File: config.mk
export PLATFORM = sky130hd
export DESIGN_NAME = lgs_grid_mem
export DESIGN_NICKNAME = d
export VERILOG_FILES = /design/src/rtl/core/lgs_pkg.sv /design/src/rtl/core/lgs_grid_mem.sv
export SDC_FILE = /design/constraint.sdc
export NUM_CORES = 2
export LEC_CHECK = 0
export BUFFER_PORTS_ARGS = -buffer_cell sky130_fd_sc_hd__buf_2
export CAP_MARGIN = 30
export CELL_PAD_IN_SITES_DETAIL_PLACEMENT = 1
export CELL_PAD_IN_SITES_GLOBAL_PLACEMENT = 1
export CORE_ASPECT_RATIO = 0.75
export CORE_MARGIN = 2
export CORE_UTILIZATION = 55
export CTS_CLUSTER_SIZE = 8
export DETAILED_ROUTE_END_ITERATION = 12
export GPL_TIMING_DRIVEN = 0
export PLACE_DENSITY = 0.74
export SYNTH_ARGS = -nofsm -noshare
export SYNTH_HDL_FRONTEND = slang
export SYNTH_SLANG_ARGS = --single-unit
File: constraint.sdc
create_clock -name clk_i -period 2.13 [get_ports clk_i]
set_input_delay 0.3195 -clock clk_i [delete_from_list [all_inputs] [get_ports clk_i]]
set_output_delay 0.3195 -clock clk_i [all_outputs]
set_load 0.02 [all_outputs]
File: src/rtl/core/lgs_pkg.sv
// Shared constants, command codes and memory request type of the life generation step block.
`default_nettype none

package lgs_pkg;

  // Grid geometry
  localparam int GRID_ROWS = 64;
  localparam int GRID_COLS = 64;
  localparam int ROW_AW    = $clog2(GRID_ROWS);

  // Field widths of the request and response channels
  localparam int CMD_W   = 2;
  localparam int IDX_W   = 6;
  localparam int CELLS_W = 64;

  localparam logic [ROW_AW-1:0] ROW_LAST = ROW_AW'(GRID_ROWS - 1);
  localparam logic [ROW_AW:0]   ROWS_EXT = (ROW_AW + 1)'(GRID_ROWS);

  // B3/S23 neighbour counts
  localparam logic [3:0] BIRTH_COUNT   = 4'd3;
  localparam logic [3:0] SURVIVE_COUNT = 4'd2;

  typedef enum logic [CMD_W-1:0] {
    CMD_WRITE   = 2'd0,
    CMD_ADVANCE = 2'd1,
    CMD_READ    = 2'd2
  } cmd_e;

  typedef struct packed {
    logic                 we;
    logic [ROW_AW-1:0]    waddr;
    logic [GRID_COLS-1:0] wdata;
    logic                 re;
    logic [ROW_AW-1:0]    raddr;
  } mem_req_t;

endpackage

`default_nettype wire

File: src/rtl/core/lgs_grid_mem.sv
// Grid row memory with per-row valid bits; unwritten rows read as all dead.
`default_nettype none

module lgs_grid_mem (
  input  wire logic                          clk_i,
  input  wire logic                          rst_ni,
  input  wire lgs_pkg::mem_req_t             req_i,
  output logic [lgs_pkg::GRID_COLS-1:0]      rdata_o
);

  logic [lgs_pkg::GRID_COLS-1:0] mem_q [lgs_pkg::GRID_ROWS];
  logic [lgs_pkg::GRID_ROWS-1:0] row_valid_q;
  logic [lgs_pkg::GRID_COLS-1:0] rdata_q;
  logic                          rvalid_q;

  // Storage and registered read data
  always_ff @(posedge clk_i) begin
    if (req_i.we) begin
      mem_q[req_i.waddr] <= req_i.wdata;
    end
    if (req_i.re) begin
      rdata_q <= mem_q[req_i.raddr];
    end
  end

  // Valid bits: clear all rows at reset, mark a row once written
  always_ff @(posedge clk_i or negedge rst_ni) begin
    if (!rst_ni) begin
      row_valid_q <= '0;
      rvalid_q    <= 1'b0;
    end else begin
      if (req_i.we) begin
        row_valid_q[req_i.waddr] <= 1'b1;
      end
      if (req_i.re) begin
        rvalid_q <= row_valid_q[req_i.raddr];
      end
    end
  end

  assign rdata_o = rvalid_q ? rdata_q : '0;

endmodule

`default_nettype wire

==> reports/qor.csv <==
metric,value,unit
outcome,"finished, violations left",
violations,setup timing,
power,192000,µW
place_ws,-2.28,ns
drive_above_1_share,39.8,%
synth-compound-area-share,0.653,%
hold_path_class,in -> reg,
powerDensity,999,mW/mm²
cp-start-kind,flop,
instances_no_fill,11500,
cp_slowest_cell,dfrtp_2,
clkLatencyLatePin,0.97,ns
cap_violations,0,
clock.fmax,0.404,GHz
slew_violations,0,
synth_top_family_by_area,multiplexers,
rsz0062_at_grt,true,
dieArea,0.295,mm²
drt_iter0_drc,15800,
hold_viol,0,
crit_fanout,6,
synth-seq-cells,4225,
critical_path_required,1.81,ns
crit_type,reg -> out,
fin_crit_sh,116,%
ant_nets,0,
portBuffers,133,
async_reset_ff_share,1.54,%
coreArea,0.289,mm²
cts.path.max_buffers,4,
drtPass1Iterations,5,
wl,540000,µm
ios,144,
die_w,626,µm
overflow,0,
path_clk_slew,0.06,ns
synth-edff-count,4160,
ys_types,29,
synth_xor_area_share,0,%
synthMuxAreaShare,18.3,%
grt_usage,34.0,%
vias,83400,
syn_nets,6390,
end_kind,primary output,
cts_buffers,602,
syn_area,0.160,mm²
vias_per_cell,7.25,
cts.sinks,4225,
hpwlAfterDp,311000,µm
avgSynthCellArea,25.3,µm²
ys.flop_type,edfxtp_1,
h-tree-depth,6,
cts_tree,built,
area_growth,20.4,%
crit_family,buffers and inverters,
cp_slowest_stage_delay,0.40,ns
chipHeight,471,µm
place_congestion,0.805,
synthAdderAreaFrac,0,%
dp_cells,10600,
nNetsFinal,7570,
initial_core_util,55.2,%
tightestPinTransition,1.16,ns
grt_pass1_vias,83100,
slew_headroom,22.4,%
synthSimpleGateAreaFrac,0.948,%
drc,0,
grt_max_degree,65,
setup_ws,-0.347,ns
vdd_drop_max,0.916,mV
yosysSeqAreaShare,79.2,%
worst_ep_arrival_time,2.16,ns
wl_per_cell,47.0,µm
finalClockSkew,0.0715,ns
root_buffer,clkbuf_16,
crit_chain,"buf_12, clkbuf_16, and2_4, buf_6",
critical_path_buf_inv_count,3,
grt_pass1_wl,683000,µm
synthCells,6310,
final.min_clock_period,2.48,ns
antenna_found_initial,41,
core.rowCount,171,
ys.warnings.count,0,
final-setup-viol-count,816,
p_leak,0.0615,µW
-- routing by layer --
layer	up-vias	wire length, µm	global-route usage, %
li1	29700	-	-
met1	43900	179000	46.3
met2	8008	247000	51.1
met3	1778	76300	9.40
met4	14	37800	17.3
met5	-	90	0
-- cells in the final DEF, fill, tap and decap left out, types with 7 or more instances in the layout --
| master | n |
|---|---|
| buf_2 | 106 |
| dlygate4sd3_1 | 71 |
| nor2b_1 | 7 |
| nand2_2 | 40 |
| clkbuf_4 | 36 |
| buf_16 | 55 |
| mux2i_1 | 20 |
| and2_4 | 21 |
| nand2_1 | 28 |
| buf_6 | 69 |
| clkbuf_8 | 16 |
| mux4_2 | 1289 |
| a22oi_1 | 45 |
| buf_4 | 98 |
| clkinv_8 | 16 |
| diode_2 | 31 |
| edfxtp_1 | 4160 |
| dfrtp_1 | 64 |
| buf_8 | 59 |
| inv_6 | 16 |
| and2_1 | 44 |
| clkbuf_16 | 631 |
| clkbuf_2 | 71 |
| buf_12 | 258 |
| a22oi_2 | 87 |
| clkbuf_1 | 86 |
| or2_2 | 64 |
| nor2_4 | 62 |
-- power by group --
group	leakage, µW	total [µW]	switching, µW	internal [µW]
Combinational	0.0153	11600	7050	4600
Sequential	0.0383	92900	498	92400
Clock	0.00790	87500	36200	51300
-- Yosys cell counts (2+ instances only) --
library cell     n  area share, %
mux4_2        1289             18
buf_6            4          0.028
nand2b_1         3          0.012
or2_2           65           0.25
a22oi_1        132           0.62
and2_1          65           0.25
nor3_1           2         0.0063
inv_1            3         0.0070
buf_1           36          0.085
a311oi_1         2          0.011
nor2b_1          7          0.027
nor2_1          68           0.16
buf_2          111           0.35
dfrtp_1         65            1.0
mux2i_1         20           0.13
nand3b_1         2         0.0094
nand3_1         10          0.031
edfxtp_1      4160             78
nand2_1         74           0.17
clkbuf_1       182           0.43
a31oi_1          2         0.0078
-- cell families after synthesis --
| kind of cell | count (synthesis) |
|---|---|
| flops | 4225 |
| compound gates | 139 |
| mux | 1309 |
| simple gates | 300 |
| buf+inv | 337 |
-- worst paths after layout --
check / from / to / slack, ns / cells after the start
min in group asynchronous: rst_ni / row_valid_q[26]$_DFFE_PN0P_ / 0.45 / 4
worst min-delay path: req_i[71] / mem_q[49][30]$_DFFE_PP_ / 0.003 / 3
worst max-delay path: rvalid_q$_DFFE_PN0P_ / rdata_o[47] / -0.35 / 4
max in group asynchronous: rst_ni / row_valid_q[51]$_DFFE_PN0P_ / 1.45 / 4
worst min register to register: row_valid_q[46]$_DFFE_PN0P_ / row_valid_q[46]$_DFFE_PN0P_ / 0.46 / 1
worst max register to register: mem_q[5][29]$_DFFE_PP_ / rdata_q[29]$_DFFE_PP_ / -0.33 / 4
-- what timing repair did --
item                                    4_1_cts  5_1_grt
gates resized for setup                     588      192
buffers inserted                             20       28
hold buffers                                 11       61
pin swaps                                    63       40
endpoints found under the hold margin       140     2679
endpoints found under the setup margin      397      232
gates cloned                                  1       10
-- area by class of cell --
type / instances / area [µm²]
Antenna cell: 31 / 77.6
Buffer: 325 / 2840
Clock buffer: 654 / 15600
Clock inverter: 38 / 538
Fill cell: 21700 / 97000
Inverter: 3 / 11.3
Multi-Input combinational cell: 1748 / 32900
Sequential cell: 4225 / 127000
Tap cell: 3892 / 4870
Timing Repair Buffer: 585 / 8880
-- worst reg2reg max path, cell delays in order (launching register included) --
cell and delay, ns:
edfxtp_1 0.47, mux4_2 0.65, mux4_2 0.56, a22oi_2 0.31, nand2_2 0.18
-- state kept, by name, summed over array words and instances, names as in the netlist --
register / count
rdata_q: 64
rvalid_q: 1
row_valid_q: 64
mem_q: 4096
-- through the flow --
step	setup TNS, ns	utilization (%)	area [µm²]	hold slack [ns]
finish	-89.94	66.5	192000	0.00272
global route	-37.65	66.5	192000	0.000506
CTS	-17.18	65.4	189000	0.0297
global placement	-8447.93	57.3	166000	0.445
detailed placement	-2150.08	59.1	171000	0.392
floorplan	-1917.09	-	160000	0.0239
Power figures use the tool's default switching activity.
