### config.mk
export PLATFORM = sky130hd
export DESIGN_NAME = lgs_row_unit
export DESIGN_NICKNAME = d
export VERILOG_FILES = /design/src/rtl/core/lgs_pkg.sv /design/src/rtl/core/lgs_row_unit.sv
export SDC_FILE = /design/constraint.sdc
export NUM_CORES = 1
export LEC_CHECK = 0
export CAP_MARGIN = 20
export CORE_MARGIN = 2
export CORE_UTILIZATION = 65
export DETAILED_ROUTE_END_ITERATION = 6
export DONT_BUFFER_PORTS = 1
export PLACE_DENSITY = 0.78
export SLEW_MARGIN = 20
export SYNTH_ARGS = -nofsm -noshare
export SYNTH_HDL_FRONTEND = slang
export SYNTH_SLANG_ARGS = --single-unit
### constraint.sdc
create_clock -name vclk -period 4.65
set_input_delay 0.6975 -clock vclk [all_inputs]
set_output_delay 0.6975 -clock vclk [all_outputs]
set_load 0.02 [all_outputs]
### src/rtl/core/lgs_pkg.sv
// Shared constants, command codes and memory request type of the life generation step block.
`default_nettype none

package lgs_pkg;

  // Grid geometry
  localparam int GRID_ROWS = 64;
  localparam int GRID_COLS = 64;
  localparam int ROW_AW    = $clog2(GRID_ROWS);

  // Field widths of the request and response channels
  localparam int CMD_W   = 2;
  localparam int IDX_W   = 6;
  localparam int CELLS_W = 64;

  localparam logic [ROW_AW-1:0] ROW_LAST = ROW_AW'(GRID_ROWS - 1);
  localparam logic [ROW_AW:0]   ROWS_EXT = (ROW_AW + 1)'(GRID_ROWS);

  // B3/S23 neighbour counts
  localparam logic [3:0] BIRTH_COUNT   = 4'd3;
  localparam logic [3:0] SURVIVE_COUNT = 4'd2;

  typedef enum logic [CMD_W-1:0] {
    CMD_WRITE   = 2'd0,
    CMD_ADVANCE = 2'd1,
    CMD_READ    = 2'd2
  } cmd_e;

  typedef struct packed {
    logic                 we;
    logic [ROW_AW-1:0]    waddr;
    logic [GRID_COLS-1:0] wdata;
    logic                 re;
    logic [ROW_AW-1:0]    raddr;
  } mem_req_t;

endpackage

`default_nettype wire

### src/rtl/core/lgs_row_unit.sv
// One-row B3/S23 update from the rows above, at and below, dead beyond the edges.
`default_nettype none

module lgs_row_unit (
  input  wire logic [lgs_pkg::GRID_COLS-1:0] above_i,
  input  wire logic [lgs_pkg::GRID_COLS-1:0] row_i,
  input  wire logic [lgs_pkg::GRID_COLS-1:0] below_i,
  output logic      [lgs_pkg::GRID_COLS-1:0] next_o
);

  // west: bit c holds column c-1; east: bit c holds column c+1
  logic [lgs_pkg::GRID_COLS-1:0] above_w, above_e, row_w, row_e, below_w, below_e;
  logic [3:0]                    cnt [lgs_pkg::GRID_COLS];

  assign above_w = above_i << 1;
  assign above_e = above_i >> 1;
  assign row_w   = row_i << 1;
  assign row_e   = row_i >> 1;
  assign below_w = below_i << 1;
  assign below_e = below_i >> 1;

  always_comb begin
    for (int c = 0; c < lgs_pkg::GRID_COLS; c++) begin
      cnt[c] = 4'(above_w[c]) + 4'(above_i[c]) + 4'(above_e[c])
             + 4'(row_w[c])   + 4'(row_e[c])
             + 4'(below_w[c]) + 4'(below_i[c]) + 4'(below_e[c]);
      next_o[c] = (cnt[c] == lgs_pkg::BIRTH_COUNT)
               || (row_i[c] && (cnt[c] == lgs_pkg::SURVIVE_COUNT));
    end
  end

endmodule

`default_nettype wire

==> results of run 1 <==
-- synth_stat cells --
| cell | number | share of area (%) |
|---|---|---|
| fa_1 | 252 | 47 |
| ha_1 | 188 | 22 |
| nand3_1 | 61 | 2.8 |
| nand2_1 | 1 | 0.035 |
| a2111oi_2 | 1 | 0.14 |
| nor3b_1 | 2 | 0.14 |
| a21oi_1 | 122 | 5.7 |
| or2_2 | 61 | 3.6 |
| inv_1 | 443 | 16 |
| o21ai_0 | 61 | 2.8 |
| a31oi_1 | 1 | 0.058 |
| nor2_1 | 3 | 0.11 |
-- worst max-delay path, stage by stage --
cell,delay (ns)
inv_1,0.06
fa_1,0.56
fa_1,0.43
fa_1,0.50
inv_1,0.04
ha_1,0.20
fa_1,0.39
or2_2,0.30
a21oi_1,0.45
-- worst max path at each step --
stage	startpoint	to	cells after the start
6_report	above_i[50]	next_o[51]	9
5_1_grt	above_i[50]	next_o[51]	9
4_1_cts	above_i[50]	next_o[51]	9
3_5_place_dp	above_i[49]	next_o[50]	9
3_3_place_gp	above_i[54]	next_o[55]	9
2_1_floorplan	above_i[30]	next_o[31]	9
-- metal layers --
layer	vias up	routed length [µm]	track usage, %
li1	3640	-	-
met1	3488	7620	29.3
met2	198	9770	42.9
met3	24	1630	5.57
met4	0	369	3.11
met5	-	0	0
-- stage by stage --
step | area, µm² | hold slack (ns) | total power, W | std cells | utilization [%]
after floorplan | 10700 | 1.58 | 0.00210 | 1196 | -
after global placement | 11200 | 1.59 | 0.00260 | 1438 | 69.9
after detailed placement | 11200 | 1.59 | 0.00274 | 1438 | 69.9
after CTS | 11200 | 1.59 | 0.00275 | 1438 | 69.9
after global routing | 11200 | 1.59 | 0.00320 | 1438 | 69.9
final | 11200 | 1.59 | 0.00271 | 1438 | 69.9
-- layout by cell type, fill, tap and decap left out, types with 2 or more instances in the layout --
master	count
inv_1	443
ha_1	188
buf_4	26
a21oi_1	122
o21ai_0	61
nor3b_1	2
fa_1	252
or2_2	61
nand3_1	61
nor2_1	3
-- report_power, final --
group / internal (W) / leakage [nW] / switching [W]
clock: 0 / 0 / 0
sequential: 0 / 0 / 0
combinational: 0.00113 / 6.35 / 0.00158
-- final cells by class --
type                       count  area (µm²)  share of cell area (%)
timing repair buffer          26         195                    1.75
tap                          216         270                    2.42
multi-input combinational    753        9050                    81.0
inverter                     443        1660                    14.9
-- cells by family (layout without fill, tap and decap cells) --
kind of cell               after synthesis  count (layout)
and+or+nand+nor                        128             128
buffers and inverters                  443             469
adders and majority gates              440             440
AOI/OAI and AO/OA                      185             185
==> metrics, run 1 <==
post-CTS resize count 0; Final ANT Viol Nets 0; layout cells sized above 1 7.20%; aggregate negative setup slack 0 ns; vias in the first global route 8,168; syn_nets 1,828; Compound-Gate Fraction of Synth Area 8.75%; Core Box Area 16,000 µm²; DIE WIDTH 132 µm; wirelength, routed 19,400 µm; library cells used by synthesis 12; Syn-to-layout area delta 4.34%; die area 17,500 µm²; Syn. warnings 0; Synth Area in Simple Gates 6.69%; worst-path fanout max 2; area taken by flip-flops and latches 0 µm²; CP required 3.95 ns; Hold Buf Count CTS 0; seq_cells 0; area of the mapped netlist 10,700 µm²; Synth Area in Adders 69.0%; Final period util 93.0%; Max transition margin 54.9%; worst slew pin tran 0.676 ns; Via density 5.11; main combinational cell family by area after synthesis adder cells; IO buf count 0; kind of critical path input pin to output pin; fin crit period 4.33 ns; first-pass GRT wire length 35,100 µm; drt pass-1 iters 7; critical path endpoint category output pin; maximum vdd drop 0.145 mV; Worst Hold Class input pin to output pin; HPWL after DPL 19,200 µm; Final Hold Vio Count 0; Final setup viols 0; std cell rows 46; setup bufs post-CTS 0; nets@finish 1,856; GR Overflow Total 0; RD Place Congestion 0.870; DRT iter0 DRCs 182; Hold Path Sink next_o[0]; sequential cell area fraction in the yosys report 0%; largest net degree at the start of global routing 4; unrepaired setup endpoints after global routing no; Final Max Tran Viols 0; fillers 1,273; pre-CTS setup slack 0.338 ns; PnR worst setup slack 0.324 ns; Pwr per Cell Area 243 nW/µm²; DR vias 7,350; # IOs 256; drt wl/cell 13.5 µm; multiplexer share of the synthesized area 0%; max-cap violations 0; Starting Density 67.0%; final-layout clock buffer total 0; Tot GR Track Use 23.6%; initial antenna violation count 0; Post-Synthesis Cells 1,196; crit path launch type input pin; Peak Freq 231 MHz; Avg Synthesized Cell Area 8.96 µm²; WHS Path Cells 2; drc violations 0; XOR/XNOR Fraction of Synth Area 0%; Die Ht 132 µm; run status finished clean; # diodes 0; Pleak 6.35 nW; min-delay src row_i[0]; Worst Path Arrival 3.63 ns
Note: power is estimated with default switching activity, not from simulation.
==> run 2, diff against run 1 <==
ABC_AREA = 1   (was unset)
==> metrics, run 2 <==
run status finished clean (unchanged); Syn. warnings 0 (unchanged); Worst path most repeated cell fa_1 (unchanged); Syn-to-layout area delta 3.19% (was 4.34%); DRT iter0 DRCs 222 (was 182); Post-Layout Cell Count 1,683 (was 1,438); Avg Synthesized Cell Area 7.89 µm² (was 8.96 µm²); GR Overflow Total 0 (unchanged); Peak Freq 236 MHz (was 231 MHz); Max transition margin 62.7% (was 54.9%); worst-path fanout max 2 (unchanged); area of the mapped netlist 11,400 µm² (was 10,700 µm²); min-delay src row_i[63] (was row_i[0]); fillers 1,376 (was 1,273); sequential cell area fraction in the yosys report 0% (unchanged); HPWL after DPL 20,700 µm (was 19,200 µm); drc violations 0 (unchanged); DR vias 8,248 (was 7,350); Final setup viols 0 (unchanged); post-CTS resize count 0 (unchanged); CP required 3.95 ns (about the same); critical path endpoint category output pin (unchanged); ranking of synthesized cells by area fa_1 (44%), inv_1 (21%), ha_1 (21%), nand2_1 (6.2%), nand3_1 (5.4%) (was fa_1 (47%), ha_1 (22%), inv_1 (16%), a21oi_1 (5.7%), or2_2 (3.6%)); Final period util 91.0% (was 93.0%); Worst Hold Class input pin to output pin (unchanged); Final Max Tran Viols 0 (unchanged); sum of buffers and inverters on the critical path 2 (unchanged); post-layout util 68.3% (was 69.9%); maximum vdd drop 0.156 mV (was 0.145 mV); Pleak 7.18 nW (was 6.35 nW); RD Place Congestion 0.856 (was 0.870); drt pass-1 iters 4 (was 7); Via density 4.90 (was 5.11); final-layout clock buffer total 0 (unchanged); unrepaired setup endpoints after global routing no (unchanged); seq_cells 0 (unchanged); Pwr per Cell Area 252 nW/µm² (was 243 nW/µm²); Starting Density 66.2% (was 67.0%); Hold Buf Count CTS 0 (unchanged); PnR worst setup slack 0.420 ns (was 0.324 ns); Worst Path Arrival 3.53 ns (was 3.63 ns); top cell type's share of synthesized area 44.2% (was 47.1%); grt met3 use 5.07% (was 5.57%); fin crit period 4.23 ns (was 4.33 ns); met2 Use GR 42.8% (was 42.9%); drt wl/cell 12.5 µm (was 13.5 µm); Final Hold Vio Count 0 (unchanged); largest area contributor in the netlist fa_1 (unchanged); IO buf count 0 (unchanged); Crit-path slowest cell fa_1 (unchanged); busiest grt layer met2 (unchanged); worst slew pin tran 0.561 ns (was 0.676 ns); setup bufs post-CTS 0 (unchanged); CP max stage delay 0.56 ns (about the same); vias in the first global route 8,771 (was 8,168); Tot GR Track Use 23.4% (was 23.6%); crit path launch type input pin (unchanged); # diodes 0 (unchanged); std cell rows 48 (was 46); leading cell types by count after synthesis inv_1 (629), fa_1 (252), ha_1 (188), nand2_1 (188), nand3_1 (123) (was inv_1 (443), fa_1 (252), ha_1 (188), a21oi_1 (122)); area taken by flip-flops and latches 0 µm² (unchanged); most common cell in the netlist inv_1 (unchanged); initial antenna violation count 0 (unchanged); first-pass GRT wire length 36,400 µm (was 35,100 µm); WHS Path Cells 2 (unchanged); Core Box Area 17,200 µm² (was 16,000 µm²); layout cells sized above 1 0.754% (was 7.20%); max-cap violations 0 (unchanged); Final ANT Viol Nets 0 (unchanged); aggregate negative setup slack 0 ns (unchanged); wirelength, routed 21,100 µm (was 19,400 µm); met1 usage 28.9% (was 29.3%); ordered cell list for the critical path inv_1, fa_1, fa_1, fa_1, inv_1, ha_1, fa_1, nand3_1, a21oi_1 (was inv_1, fa_1, fa_1, fa_1, inv_1, ha_1, fa_1, or2_2, a21oi_1); # IOs 256 (unchanged); nets@finish 2,092 (was 1,856); library cells used by synthesis 8 (was 12); Top delay family on crit path adder cells (unchanged); pre-CTS setup slack 0.400 ns (was 0.338 ns); die area 18,600 µm² (was 17,500 µm²); largest net degree at the start of global routing 4 (unchanged); Post-Synthesis Cells 1,447 (was 1,196); commonest non-fill, non-tap cell in the layout inv_1 (unchanged); Cells after DPL 1,683 (was 1,438); kind of critical path input pin to output pin (unchanged); syn_nets 2,079 (was 1,828); Die Ht 136 µm (was 132 µm); Hold Path Sink next_o[63] (was next_o[0]); DIE WIDTH 136 µm (was 132 µm); most frequent cells in the layout inv_1 (629), fa_1 (252), nand2_1 (188), ha_1 (188), nand3_1 (123) (was inv_1 (443), fa_1 (252), ha_1 (188), a21oi_1 (122))
-- run 2: cell count changes after synthesis, sizes merged --
cell	delta
o21ai	-59
nor2	+1
inv	+186
or2	-61
nor3b	-2
nand3	+62
a2111oi	-1
a21oi	-61
nand2	+187
a31oi	-1
-- run 2: how the worst max path moves through the flow --
stage	cells after the start	from	endpoint
5_1_grt	9	above_i[27]	next_o[28]
2_1_floorplan	9	above_i[15]	next_o[16]
3_5_place_dp	9	above_i[30]	next_o[31]
6_report	9	above_i[27]	next_o[28]
4_1_cts	9	above_i[30]	next_o[31]
3_3_place_gp	9	above_i[27]	next_o[28]
-- run 2: cells by family (layout without fill, tap and decap cells) --
logic type      Yosys count  in the layout  share of synthesized area (%)
compound gates           63             63                           2.76
fa+ha+maj               440            440                           64.8
buf+inv                 629            640                           20.7
simple gates            315            315                           11.7
-- run 2: power breakdown --
part	switching, W	internal (W)
logic	0.00181	0.00116
clock network	0	0
registers	0	0
-- run 2: routing by layer --
layer / vias to the layer above / routed length (µm)
met5: - / 0
met4: 0 / 397
met3: 30 / 1480
met2: 204 / 10500
met1: 3899 / 8680
li1: 4115 / -
-- run 2: stage by stage --
step           hold WS, ns  total power (W)  area, µm²
6_report              1.63          0.00297      11800
4_1_cts               1.63          0.00300      11800
2_1_floorplan         1.62          0.00235      11400
3_3_place_gp          1.63          0.00280      11800
5_1_grt               1.65          0.00348      11800
3_5_place_dp          1.63          0.00298      11800
-- run 2: cell type report --
| class | instances | area (µm²) | area share [%] |
|---|---|---|---|
| Multi-Input combinational cell | 818 | 9050 | 76.9 |
| Inverter | 629 | 2360 | 20.1 |
| Tap cell | 225 | 282 | 2.39 |
| Timing Repair Buffer | 11 | 82.6 | 0.701 |
